$ cat config.mk
export PLATFORM = sky130hd
export DESIGN_NAME = thermal_voltage_freq_governor_top
export DESIGN_NICKNAME = d
export VERILOG_FILES = /design/src/rtl/core/tvfg_pkg.sv /design/src/rtl/core/tvfg_cfg.sv /design/src/rtl/core/tvfg_core.sv /design/src/rtl/core/thermal_voltage_freq_governor_top.sv
export SDC_FILE = /design/constraint.sdc
export NUM_CORES = 1
export LEC_CHECK = 0
export ABC_CLOCK_PERIOD_IN_PS = 10200
export BUFFER_PORTS_ARGS = -buffer_cell sky130_fd_sc_hd__buf_2
export CAP_MARGIN = 0
export CELL_PAD_IN_SITES_DETAIL_PLACEMENT = 0
export CELL_PAD_IN_SITES_GLOBAL_PLACEMENT = 1
export CORE_ASPECT_RATIO = 2
export CORE_MARGIN = 2
export CORE_UTILIZATION = 50
export DETAILED_ROUTE_END_ITERATION = 16
export MAX_ROUTING_LAYER = met4
export PLACE_DENSITY_LB_ADDON = 0.1
export SLEW_MARGIN = 20
export SYNTH_ARGS = -nofsm -noshare
export SYNTH_HDL_FRONTEND = slang
export SYNTH_SLANG_ARGS = --single-unit
$ cat constraint.sdc
create_clock -name clk_i -period 10.2 [get_ports clk_i]
set_clock_uncertainty 0.2 [all_clocks]
set_input_delay 2.55 -clock clk_i [delete_from_list [all_inputs] [get_ports clk_i]]
set_output_delay 2.55 -clock clk_i [all_outputs]
set_load 0.005 [all_outputs]
$ cat src/rtl/core/tvfg_pkg.sv
// shared types, constants and helper functions of the thermal/voltage frequency governor
`default_nettype none

package tvfg_pkg;

  localparam int unsigned TempW  = 8;
  localparam int unsigned FreqW  = 10;
  localparam int unsigned VoltW  = 10;
  localparam int unsigned WaitW  = 3;
  localparam int unsigned VtickW = 2;
  localparam int unsigned CfgIdxW  = 3;
  localparam int unsigned CfgDataW = 10;

  // stream payload widths, padded to whole bytes
  localparam int unsigned InFieldsW  = 1 + TempW + VoltW;
  localparam int unsigned InDataW    = ((InFieldsW + 7) / 8) * 8;
  localparam int unsigned OutFieldsW = FreqW + 2;
  localparam int unsigned OutDataW   = ((OutFieldsW + 7) / 8) * 8;

  localparam logic [FreqW-1:0]  HotDrop  = FreqW'(40);
  localparam logic [FreqW-1:0]  CoolRise = FreqW'(20);
  localparam logic [FreqW-1:0]  SagDrop  = FreqW'(20);
  localparam logic [VtickW-1:0] SagTicks = VtickW'(2);

  localparam logic [TempW-1:0] TempLowRst     = TempW'(60);
  localparam logic [TempW-1:0] TempHighRst    = TempW'(65);
  localparam logic [FreqW-1:0] FreqFloorRst   = FreqW'(100);
  localparam logic [FreqW-1:0] FreqCeilingRst = FreqW'(360);
  localparam logic [VoltW-1:0] VoltLowRst     = VoltW'(450);
  localparam logic [VoltW-1:0] VoltHighRst    = VoltW'(460);
  localparam logic [WaitW-1:0] RiseWaitRst    = WaitW'(1);
  localparam logic [WaitW-1:0] FallWaitRst    = WaitW'(2);
  localparam logic [FreqW-1:0] FreqRst        = FreqW'(360);

  typedef enum logic [CfgIdxW-1:0] {
    CFG_TEMP_LOW     = 3'd0,
    CFG_TEMP_HIGH    = 3'd1,
    CFG_FREQ_FLOOR   = 3'd2,
    CFG_FREQ_CEILING = 3'd3,
    CFG_VOLT_LOW     = 3'd4,
    CFG_VOLT_HIGH    = 3'd5,
    CFG_RISE_WAIT    = 3'd6,
    CFG_FALL_WAIT    = 3'd7
  } cfg_idx_e;

  typedef enum logic {
    MODE_TEMP = 1'b0,
    MODE_VOLT = 1'b1
  } mode_e;

  typedef struct packed {
    logic [TempW-1:0] temp_low;
    logic [TempW-1:0] temp_high;
    logic [FreqW-1:0] freq_floor;
    logic [FreqW-1:0] freq_ceiling;
    logic [VoltW-1:0] volt_low;
    logic [VoltW-1:0] volt_high;
    logic [WaitW-1:0] rise_wait;
    logic [WaitW-1:0] fall_wait;
  } cfg_t;

  typedef struct packed {
    logic [VoltW-1:0] supply_sample;
    logic [TempW-1:0] temperature;
    logic             power_on;
  } in_item_t;

  typedef struct packed {
    mode_e            volt_mode;
    logic             too_hot;
    logic [FreqW-1:0] freq_target;
  } result_t;

  // subtract with saturation at zero, then lift to the floor
  function automatic logic [FreqW-1:0] sub_floor(input logic [FreqW-1:0] f,
                                                 input logic [FreqW-1:0] d,
                                                 input logic [FreqW-1:0] floor_v);
    logic [FreqW-1:0] r;
    r = (f > d) ? (f - d) : '0;
    if (r < floor_v) begin
      r = floor_v;
    end
    return r;
  endfunction

endpackage

`default_nettype wire

$ cat src/rtl/core/tvfg_cfg.sv
// configuration register file of the governor
`default_nettype none

module tvfg_cfg (
  input  wire logic                          clk_i,
  input  wire logic                          rst_ni,
  input  wire logic                          cfg_we_i,
  input  wire logic [tvfg_pkg::CfgIdxW-1:0]  cfg_idx_i,
  input  wire logic [tvfg_pkg::CfgDataW-1:0] cfg_data_i,
  output tvfg_pkg::cfg_t                     cfg_o
);
  import tvfg_pkg::*;

  cfg_t cfg_q, cfg_d;

  always_comb begin
    cfg_d = cfg_q;
    if (cfg_we_i) begin
      case (cfg_idx_e'(cfg_idx_i))
        CFG_TEMP_LOW:     cfg_d.temp_low     = cfg_data_i[TempW-1:0];
        CFG_TEMP_HIGH:    cfg_d.temp_high    = cfg_data_i[TempW-1:0];
        CFG_FREQ_FLOOR:   cfg_d.freq_floor   = cfg_data_i[FreqW-1:0];
        CFG_FREQ_CEILING: cfg_d.freq_ceiling = cfg_data_i[FreqW-1:0];
        CFG_VOLT_LOW:     cfg_d.volt_low     = cfg_data_i[VoltW-1:0];
        CFG_VOLT_HIGH:    cfg_d.volt_high    = cfg_data_i[VoltW-1:0];
        CFG_RISE_WAIT:    cfg_d.rise_wait    = cfg_data_i[WaitW-1:0];
        CFG_FALL_WAIT:    cfg_d.fall_wait    = cfg_data_i[WaitW-1:0];
        default:          cfg_d = cfg_q;
      endcase
    end
  end

  always_ff @(posedge clk_i or negedge rst_ni) begin
    if (!rst_ni) begin
      cfg_q.temp_low     <= TempLowRst;
      cfg_q.temp_high    <= TempHighRst;
      cfg_q.freq_floor   <= FreqFloorRst;
      cfg_q.freq_ceiling <= FreqCeilingRst;
      cfg_q.volt_low     <= VoltLowRst;
      cfg_q.volt_high    <= VoltHighRst;
      cfg_q.rise_wait    <= RiseWaitRst;
      cfg_q.fall_wait    <= FallWaitRst;
    end else begin
      cfg_q <= cfg_d;
    end
  end

  assign cfg_o = cfg_q;

endmodule

`default_nettype wire

$ cat src/rtl/core/tvfg_core.sv
// governor state registers and the per-tick update logic
`default_nettype none

module tvfg_core (
  input  wire logic      clk_i,
  input  wire logic      rst_ni,
  input  wire logic      step_i,
  input  wire tvfg_pkg::in_item_t item_i,
  input  wire tvfg_pkg::cfg_t     cfg_i,
  output tvfg_pkg::result_t  result_o
);
  import tvfg_pkg::*;

  mode_e             mode_q, mode_d;
  logic [FreqW-1:0]  freq_q, freq_d;
  logic              hot_q, hot_d;
  logic [WaitW-1:0]  wait_cnt_q, wait_cnt_d;
  logic [VtickW-1:0] vtick_q, vtick_d;
  logic [TempW-1:0]  prev_temp_q, prev_temp_d;

  logic             rising;
  logic [WaitW-1:0] wait_sel;
  logic [FreqW:0]   cool_f;

  always_comb begin
    mode_d      = mode_q;
    freq_d      = freq_q;
    hot_d       = hot_q;
    wait_cnt_d  = wait_cnt_q;
    vtick_d     = vtick_q;
    prev_temp_d = prev_temp_q;

    rising   = prev_temp_q < item_i.temperature;
    wait_sel = rising ? cfg_i.rise_wait : cfg_i.fall_wait;
    cool_f   = {1'b0, freq_q};
    if (freq_q <= cfg_i.freq_ceiling) begin
      cool_f = {1'b0, freq_q} + {1'b0, CoolRise};
    end
    if (cool_f > {1'b0, cfg_i.freq_ceiling}) begin
      cool_f = {1'b0, cfg_i.freq_ceiling};
    end

    if (!item_i.power_on) begin
      if (item_i.temperature < cfg_i.temp_low) begin
        hot_d = 1'b0;
      end
    end else if (mode_q == MODE_TEMP) begin
      if (item_i.supply_sample < cfg_i.volt_low) begin
        wait_cnt_d = '0;
        mode_d     = MODE_VOLT;
      end else if (prev_temp_q == '0) begin
        // while the last temperature is zero, a reading only primes it
        prev_temp_d = item_i.temperature;
      end else begin
        prev_temp_d = item_i.temperature;
        if (wait_cnt_q >= wait_sel) begin
          wait_cnt_d = '0;
          if (item_i.temperature >= cfg_i.temp_high) begin
            if (freq_q > cfg_i.freq_floor) begin
              freq_d = sub_floor(freq_q, HotDrop, cfg_i.freq_floor);
            end else begin
              freq_d = cfg_i.freq_floor;
              hot_d  = 1'b1;
            end
          end else if (item_i.temperature < cfg_i.temp_low) begin
            hot_d  = 1'b0;
            freq_d = cool_f[FreqW-1:0];
          end else begin
            hot_d = 1'b0;
          end
        end else begin
          wait_cnt_d = wait_cnt_q + WaitW'(1);
        end
      end
    end else begin
      if (vtick_q == SagTicks) begin
        if (item_i.supply_sample >= cfg_i.volt_low) begin
          vtick_d = '0;
          if (item_i.supply_sample > cfg_i.volt_high) begin
            mode_d = MODE_TEMP;
          end
        end else begin
          freq_d  = sub_floor(freq_q, SagDrop, cfg_i.freq_floor);
          vtick_d = VtickW'(1);
        end
      end else begin
        vtick_d = vtick_q + VtickW'(1);
      end
    end
  end

  always_ff @(posedge clk_i or negedge rst_ni) begin
    if (!rst_ni) begin
      mode_q      <= MODE_TEMP;
      freq_q      <= FreqRst;
      hot_q       <= 1'b0;
      wait_cnt_q  <= '0;
      vtick_q     <= '0;
      prev_temp_q <= '0;
    end else if (step_i) begin
      mode_q      <= mode_d;
      freq_q      <= freq_d;
      hot_q       <= hot_d;
      wait_cnt_q  <= wait_cnt_d;
      vtick_q     <= vtick_d;
      prev_temp_q <= prev_temp_d;
    end
  end

  // the state after the last update is the result of that tick
  assign result_o.freq_target = freq_q;
  assign result_o.too_hot     = hot_q;
  assign result_o.volt_mode   = mode_q;

endmodule

`default_nettype wire

$ cat src/rtl/core/thermal_voltage_freq_governor_top.sv
// top level of the thermal and supply-voltage frequency governor
// Each input transaction is one monitor tick and gives exactly one result transaction
// carrying the new target frequency, the too-hot flag and the mode. The block takes
// one tick per cycle while the result slot is free or being drained: a tick is held in
// an input register, the update logic runs from there into the state registers, and
// those registers are the result held on the output side, so a result passes through
// the input register and then the state registers before it is presented.
// The input register lets a new tick be taken while the previous result is still
// waiting on m_axis_tready.
// Configuration writes take effect on the next clock edge and are meant for idle time.
`default_nettype none

module thermal_voltage_freq_governor_top (
  input  wire logic                          clk_i,
  input  wire logic                          rst_ni,
  input  wire logic                          cfg_we_i,
  input  wire logic [tvfg_pkg::CfgIdxW-1:0]  cfg_idx_i,
  input  wire logic [tvfg_pkg::CfgDataW-1:0] cfg_data_i,
  input  wire logic                          s_axis_tvalid,
  output      logic                          s_axis_tready,
  // power_on [0], temperature [8:1], supply_sample [18:9], zero pad above
  input  wire logic [tvfg_pkg::InDataW-1:0]  s_axis_tdata,
  output      logic                          m_axis_tvalid,
  input  wire logic                          m_axis_tready,
  // freq_target [9:0], too_hot [10], volt_mode [11], zero pad above
  output      logic [tvfg_pkg::OutDataW-1:0] m_axis_tdata
);
  import tvfg_pkg::*;

  cfg_t     cfg;
  in_item_t item_q;
  result_t  result;
  logic     in_valid_q;
  logic     out_valid_q;
  logic     step;

  tvfg_cfg u_cfg (
    .clk_i      (clk_i),
    .rst_ni     (rst_ni),
    .cfg_we_i   (cfg_we_i),
    .cfg_idx_i  (cfg_idx_i),
    .cfg_data_i (cfg_data_i),
    .cfg_o      (cfg)
  );

  // update state when a tick is held and the result slot is free or being drained
  assign step          = in_valid_q && (!out_valid_q || m_axis_tready);
  assign s_axis_tready = !in_valid_q || step;

  always_ff @(posedge clk_i or negedge rst_ni) begin
    if (!rst_ni) begin
      in_valid_q  <= 1'b0;
      out_valid_q <= 1'b0;
    end else begin
      if (s_axis_tready) begin
        in_valid_q <= s_axis_tvalid;
      end
      if (step) begin
        out_valid_q <= 1'b1;
      end else if (m_axis_tready) begin
        out_valid_q <= 1'b0;
      end
    end
  end

  always_ff @(posedge clk_i) begin
    if (s_axis_tready && s_axis_tvalid) begin
      item_q <= in_item_t'(s_axis_tdata[InFieldsW-1:0]);
    end
  end

  tvfg_core u_core (
    .clk_i    (clk_i),
    .rst_ni   (rst_ni),
    .step_i   (step),
    .item_i   (item_q),
    .cfg_i    (cfg),
    .result_o (result)
  );

  assign m_axis_tvalid = out_valid_q;
  assign m_axis_tdata  = {{(OutDataW - OutFieldsW){1'b0}}, result};

endmodule

`default_nettype wire

# Word-level counts from Yosys, hierarchy flattened
# Index checks and enable logic that the tools add are counted.
# word_totals
reg_bits	108
romBits	0
latchBits	0
ram_bits	0
out_inout_bits	18
n_memories	0
# op_classes
bitwise_logic	2
div_mod_pow	0
order_cmp	14
shift	0
reduce_logical	26
eq_ne	18
addsub	5
n_mul	0
n_mux	36
# ops
operator	n
$mux 10	14
$lt 10x10->1	3
$gt 10x10->1	2
$reduce_and 2->1	9
$lt 8x8->1	2
$mux 1	16
$eq 3x3->1 const B	4
$mux 3	4
$add 10x5->11 const B	1
$gt 11x10->1	1
$mux 11	1
$ge 10x10->1	1
$gt 10x5->1 const B	1
$gt 10x6->1 const B	1
$le 10x10->1	1
$ne 2x2->1 const B	5
$sub 10x5->10 const B	1
$sub 10x6->10 const B	1
$ge 8x8->1	1
$logic_not 8->1	1
$ne 2x1->1 const B	4
$reduce_and 4->1	2
$reduce_and 8->1	1
$reduce_and 7->1	1
16 further kinds	23

# Longest topological paths before layout
# Gate-level depths: netlist of run 1.
# depth
depth_word	10
mapped_depth	19
depth_no_buf	18

# Hierarchy
# A second synthesis of run 1 with hierarchy kept.
# hier_totals
cells_unflattened	737
hier_area_um2	7603.5
# by_module_without_submodules
mod	cells_each	area_each_um2	instances
tvfg_core	568	4486.8	1
tvfg_cfg	137	2408.6	1
thermal_voltage_freq_governor_top	32	708.2	1

# Worst setup path before layout of run 1
# OpenSTA, ideal clock, no wires.
# synth_timing
path_kind	input -> output
start	input port m_axis_tready
end	output port s_axis_tready
required_ns	7.450
stages	1
setup_slack_ns	4.726
arrival_time_ns	2.724
cell_sequence	nand3b_1
# synth_between
elab_chain_len	3
# synth_rtl
item	line	source
start, declared	thermal_voltage_freq_governor_top.sv:24	input wire logic m_axis_tready,
$logic_or 1x1->1	thermal_voltage_freq_governor_top.sv:47	assign step = in_valid_q && (!out_valid_q || m_axis_tready);
$logic_and 1x1->1	thermal_voltage_freq_governor_top.sv:47	
$logic_or 1x1->1	thermal_voltage_freq_governor_top.sv:48	assign s_axis_tready = !in_valid_q || step;
end, declared	thermal_voltage_freq_governor_top.sv:20	output logic s_axis_tready,
# Every way passes these cells.

# Worst setup path in the final report of run 1
# Ends and elaborated chain as after synthesis.

==> results.cfg, run 1 <==
[run_status]
status = finished clean

[cells_and_area]
areaGrowthSynthToFinish_pct = 8.90
final_area_sq_mm = 0.00813
finish.utilization_pct = 55.2
diodes = 0
final_nets = 959
layout-drive-gt1-share_pct = 18.6

[routing]
wl_per_cell_um = 19.4
viasPerCell = 5.72
ant_nets = 0
drt_iter0_markers = 209
first_pass_iters = 4
drc = 0
drt_wl_total_um = 19700
vias = 5818

[yosys]
async_flop_share_pct = 82.4
syn_inst = 780
yosys_warnings = 0
ys.flop_type = dfrtp_1
synth-edff-count = 19
syn_area_sq_mm = 0.00747
yosys_register_bits = 108
synth_area_leaders = dfrtp_1 (20%), ha_1 (17%), dfstp_2 (9.9%)
postSynthAreaPerCell_sq_um = 9.57
ys_types = 71
ys_seq_area_share_pct = 37.9
synth_top_area_share_pct = 20.4
yosysTopAreaCell = dfrtp_1

[critical_path]
critPathMaxFanout = 3
critPathKind = in -> out
startpoint_type = input pin
timing.critical_path.to_type = primary output
reg2reg_from = u_core.freq_q[7]$_DFFE_PN0P_
startpoint = m_axis_tready
worst_ep_required_time_ns = 7.45
cp_data_arrival_time_ns = 2.97

[timing]
worst_pin_slew_ns = 1.09
period_minus_slack_ns = 5.72
rsz0062_at_grt = false
setup_tns_ns = 0
finalSetupViolCount = 0
hold_viol_final = 0
fmax_mhz = 175
relSlewSlack_pct = 27.3
hold_ws_ns = 0.304
min_period_over_period_pct = 56.1
finalMaxSlewViolations = 0

[pwr]
irDropWorstVdd_mv = 0.134
power_density_mw_per_mm2 = 278
p_leak_uw = 0.00371

[die]
core.rowCount = 63
start_util_pct = 50.7
die_x_um = 90.4
io_pins = 60
dieArea_sq_mm = 0.0160
die_h_um = 177
core_area_sq_mm = 0.0147

[global_route]
antenna_found_initial = 0
grt_max_degree = 58
grt_first_pass_wirelength_um = 31500
gr-usage-all-layers_pct = 26.4
grt_pass1_vias = 6001
gr-total-overflow = 0

[cts]
clock_latency_ns = 0.35
cts_buffer_depth = 2
cts_resized = 0
cts_hold_buf = 0
cts_setup_buffers = 0
cts_buffers = 9
clk_pin_slew_ns = 0.07
cts_tree = built
cts_root_buffer = clkbuf_16
clkSinkCount = 108
htreeDepth = 3

[placement]
dpl.hpwl_um = 15700
port-buffer-count = 50
place.gp.congestion = 1.01
dpl-instance-area_sq_mm = 0.00784

[min_path]
holdCritPathClass = reg -> reg
hold_start = u_cfg.cfg_o[0]$_DFFE_PN0P_

[flow_run]
cap_viol_max_count = 0
path summary, 6_finish.rpt:
check	endpoint	slack (ns)	depth (start not counted)
worst max register to register	u_core.freq_q[6]$_DFFE_PN1P_	5.21	14
min in group asynchronous	u_cfg.cfg_o[11]$_DFFE_PN0P_	1.93	1
worst max-delay path	s_axis_tready	4.48	3
worst min register to register	u_cfg.cfg_o[0]$_DFFE_PN0P_	0.30	1
worst min-delay path	u_cfg.cfg_o[0]$_DFFE_PN0P_	0.30	1
max in group asynchronous	u_cfg.cfg_o[48]$_DFFE_PN0P_	6.74	2
cells in the mapped netlist, types with 3 or more instances:
cell type and instances:
a211o_1 3, a211oi_1 14, a21o_1 9, a21oi_1 27, a31oi_1 3, and2_1 3
and3_1 4, buf_2 8, buf_4 6, clkbuf_1 15, dfrtp_1 61, dfstp_2 28
edfxtp_1 19, ha_1 100, inv_1 71, mux2_2 34, mux2i_1 10, nand2_1 83
nand2b_1 16, nand3_1 8, nand4_1 17, nand4b_1 4, nor2_1 47, nor2b_1 8
nor3_1 17, nor4_1 4, o2111ai_1 3, o211ai_1 9, o21a_1 4, o21ai_0 69
o21ai_1 4, o221ai_1 3, o31ai_1 5, xnor2_1 8, xor2_1 5
final cells by class:
class / instances / area [sq um]
sequential: 108 / 2830
fill: 1365 / 6610
multi-input combinational: 573 / 4220
timing repair buffer: 54 / 283
clock inverter: 5 / 46.3
clock buffer: 11 / 243
inverter: 71 / 267
tap: 195 / 244
per-stage QoR:
| step | power [uW] | worst slack, ns | std cells |
|---|---|---|---|
| finish | 2260 | 4.48 | 1017 |
| global route | 2440 | 4.45 | 1017 |
| global placement | 1880 | 4.49 | 1001 |
| detailed placement | 1920 | 4.48 | 1001 |
| CTS | 2270 | 4.48 | 1017 |
| floorplan | 1600 | 4.73 | 783 |
routing by layer:
layer | vias up | wire length [um] | GRT usage, %
met5 | - | 0 | -
met4 | 0 | 901 | 12.5
met3 | 46 | 431 | 2.47
met2 | 120 | 11000 | 50.7
met1 | 2800 | 7340 | 26.4
li1 | 2852 | - | -
kinds of logic after synthesis:
family | count (synthesis) | synth area share (%)
and+or+nand+nor | 228 | 15.0
AOI/OAI and AO/OA | 182 | 16.1
DFF | 108 | 37.9
buffers and inverters | 102 | 5.88
adders and majority gates | 100 | 16.8
muxes | 46 | 6.77
xor gates and xnor gates | 13 | 1.52
other | 1 | 0.0502
registers in the layout, summed over array words and instances (netlist names):
register and count:
u_core.prev_temp_q 8, u_core.freq_q 10, u_core.wait_cnt_q 3, u_core.hot_q 1, m_axis_tvalid 1, u_cfg.cfg_o 62, item_q 19, u_core.vtick_q 2
u_core.mode_q 1, in_valid_q 1
worst max-delay path, stage by stage:
cell and delay (ns):
buf_2 0.10, nand3b_1 0.17, buf_2 0.15
where the power goes:
part           switching (uW)  internal (uW)  total [uW]
sequential                131            548         679
combinational             740            503        1240
clock                     162            177         339
cell usage in the layout, fill, tap and decap left out, types with 17 or more instances in the layout:
master / synthesis / routed
mux2_2: 34 / 34
inv_1: 71 / 71
edfxtp_1: 19 / 19
dfstp_2: 28 / 28
ha_1: 100 / 100
dfrtp_1: 61 / 61
o21ai_0: 69 / 69
nand4_1: 17 / 17
nor2_1: 47 / 47
nor3_1: 17 / 17
nand2_1: 83 / 83
a21oi_1: 27 / 27
buf_2: 8 / 49
Note: power is estimated with default switching activity, not from simulation.
==> inputs of run 2 (changes only) <==
Settings changed: ABC_CLOCK_PERIOD_IN_PS 10200 to 4700, CORE_UTILIZATION 50 to 43.
Clock period 10.2 ns to 4.7 ns, I/O delays scaled along.
==> results.cfg, run 2 (synthesis results as in run 1) <==
[run_status]
status = finished clean

[timing]
fmax_mhz = 225
worst_slack_ns = 0.246
finalMaxSlewViolations = 0
worst_pin_slew_ns = 0.975
min_period_over_period_pct = 94.8
period_minus_slack_ns = 4.45
rsz0062_at_grt = false
finalSetupViolCount = 0
setup_tns_ns = 0
relSlewSlack_pct = 35.0
hold_viol_final = 0

[placement]
placedCellCount = 1034
port-buffer-count = 50
place.gp.congestion = 0.873
dpl.hpwl_um = 14800
post-place-ws_ns = 0.253

[cells_and_area]
final_common_cell = ha_1
areaGrowthSynthToFinish_pct = 11.5
fillerInstances = 1633
largest_register_ffs = 62
layout_common_cells = ha_1 (100), nand2_1 (83), inv_1 (71)
final_nets = 979
stdcell_count = 1052
layout-drive-gt1-share_pct = 20.9
diodes = 0

[die]
die_x_um = 97.2
die_h_um = 190
io_pins = 60
core_area_sq_mm = 0.0171
core.rowCount = 68
start_util_pct = 43.7
dieArea_sq_mm = 0.0185

[flow_run]
cap_viol_max_count = 0

[global_route]
gr-usage-all-layers_pct = 22.3
grt_pass1_vias = 5725
gr-total-overflow = 0
antenna_found_initial = 0
grt_max_degree = 73
grt_first_pass_wirelength_um = 31100

[cts]
clock_latency_ns = 0.35
cts_buffer_depth = 2
cts_hold_buf = 0
cts_tree = built
clkSinkCount = 108
clk_pin_slew_ns = 0.08
htreeDepth = 3
cts_buffers = 9
cts_root_buffer = clkbuf_16

[critical_path]
critPathKind = reg -> reg
startpoint_type = register
cp_data_arrival_time_ns = 4.53
critPathMaxFanout = 6
timing.critical_path.to_type = register
worst_ep_required_time_ns = 4.77

[routing]
vias = 5787
drt_iter0_markers = 215
wl_per_cell_um = 18.6
viasPerCell = 5.50
drt_wl_total_um = 19500
first_pass_iters = 5
ant_nets = 0
drc = 0

[pwr]
seqPwrFrac_pct = 25.8
power_density_mw_per_mm2 = 614
internal_power_uw = 2820
p_leak_uw = 0.00382
irDropWorstVdd_mv = 0.330
pwr-share-clk_pct = 15.0
p_sw_share_pct = 44.7
power.switching_uw = 2290
power_frac_comb_pct = 59.2

[min_path]
holdCritPathClass = reg -> reg
==> run 2: worst paths after layout <==
kind                                             start                           end  slack, ns  cells after the start
min                        u_cfg.cfg_o[22]$_DFFE_PN1P_   u_cfg.cfg_o[22]$_DFFE_PN1P_       0.31                      2
max in group asynchronous                       rst_ni   u_cfg.cfg_o[24]$_DFFE_PN1P_       2.72                      2
max                        u_cfg.cfg_o[29]$_DFFE_PN1P_  u_core.freq_q[6]$_DFFE_PN1P_       0.25                     15
min reg2reg                u_cfg.cfg_o[22]$_DFFE_PN1P_   u_cfg.cfg_o[22]$_DFFE_PN1P_       0.31                      2
min in group asynchronous                       rst_ni   u_cfg.cfg_o[39]$_DFFE_PN0P_       0.78                      1
max reg2reg                u_cfg.cfg_o[29]$_DFFE_PN1P_  u_core.freq_q[6]$_DFFE_PN1P_       0.25                     15
==> run 2: area by class of cell <==
cell class	count	area [sq um]	share of cell area (%)
well taps	210	263	3.16
clock buffers	10	239	2.87
repair buffers	74	433	5.20
multi-input cells	573	4230	50.8
flip-flops and latches	108	2830	34.0
inverters	71	267	3.20
clock inverters	6	62.6	0.752
==> run 2: critical path, cell delays in order, from the launching register on <==
cell       delay (ns)
dfstp_2          0.53
inv_1            0.08
ha_1             0.30
a211oi_1         0.24
nor2_1           0.09
nor4_2           0.40
nor2_2           0.11
nor4bb_1         0.35
xor2_1           0.28
ha_1             0.31
a211oi_1         0.24
a21oi_1          0.12
o21ba_4          0.29
mux2_2           0.37
a2111oi_2        0.36
nor3_1           0.10
==> run 2: power by group through the flow <==
stage                     clock network (uW)  logic, uW  registers (uW)
final                                    765       3030            1320
after global routing                     825       3370            1340
after CTS                                794       2980            1320
after detailed placement                   0       2960            1330
after global placement                     0       2930            1330
after floorplan                            0       2150            1320
==> run 2: what timing repair did <==
action / CTS / global route
endpoints found under the setup margin: 0 / 1
endpoints found under the hold margin: 0 / 0
gates resized for setup: 0 / 2
setup buffers: 0 / 2
==> run 2: layer usage <==
layer | part of all wire [%] | GRT usage (%)
met2 | 50 | 38.1
met5 | 0 | -
met1 | 46 | 28.4
met4 | 1.3 | 5.25
met3 | 2.6 | 2.49
==> run 2: stage by stage <==
step,hold WS (ns),utilization (%),total power (uW),cell area (sq um)
floorplan,0.266,-,3470,7480
global placement,0.285,46.8,4260,8000
detailed placement,0.289,46.8,4300,8000
CTS,0.310,48.5,5090,8300
global route,0.322,48.7,5540,8320
finish,0.308,48.7,5110,8320
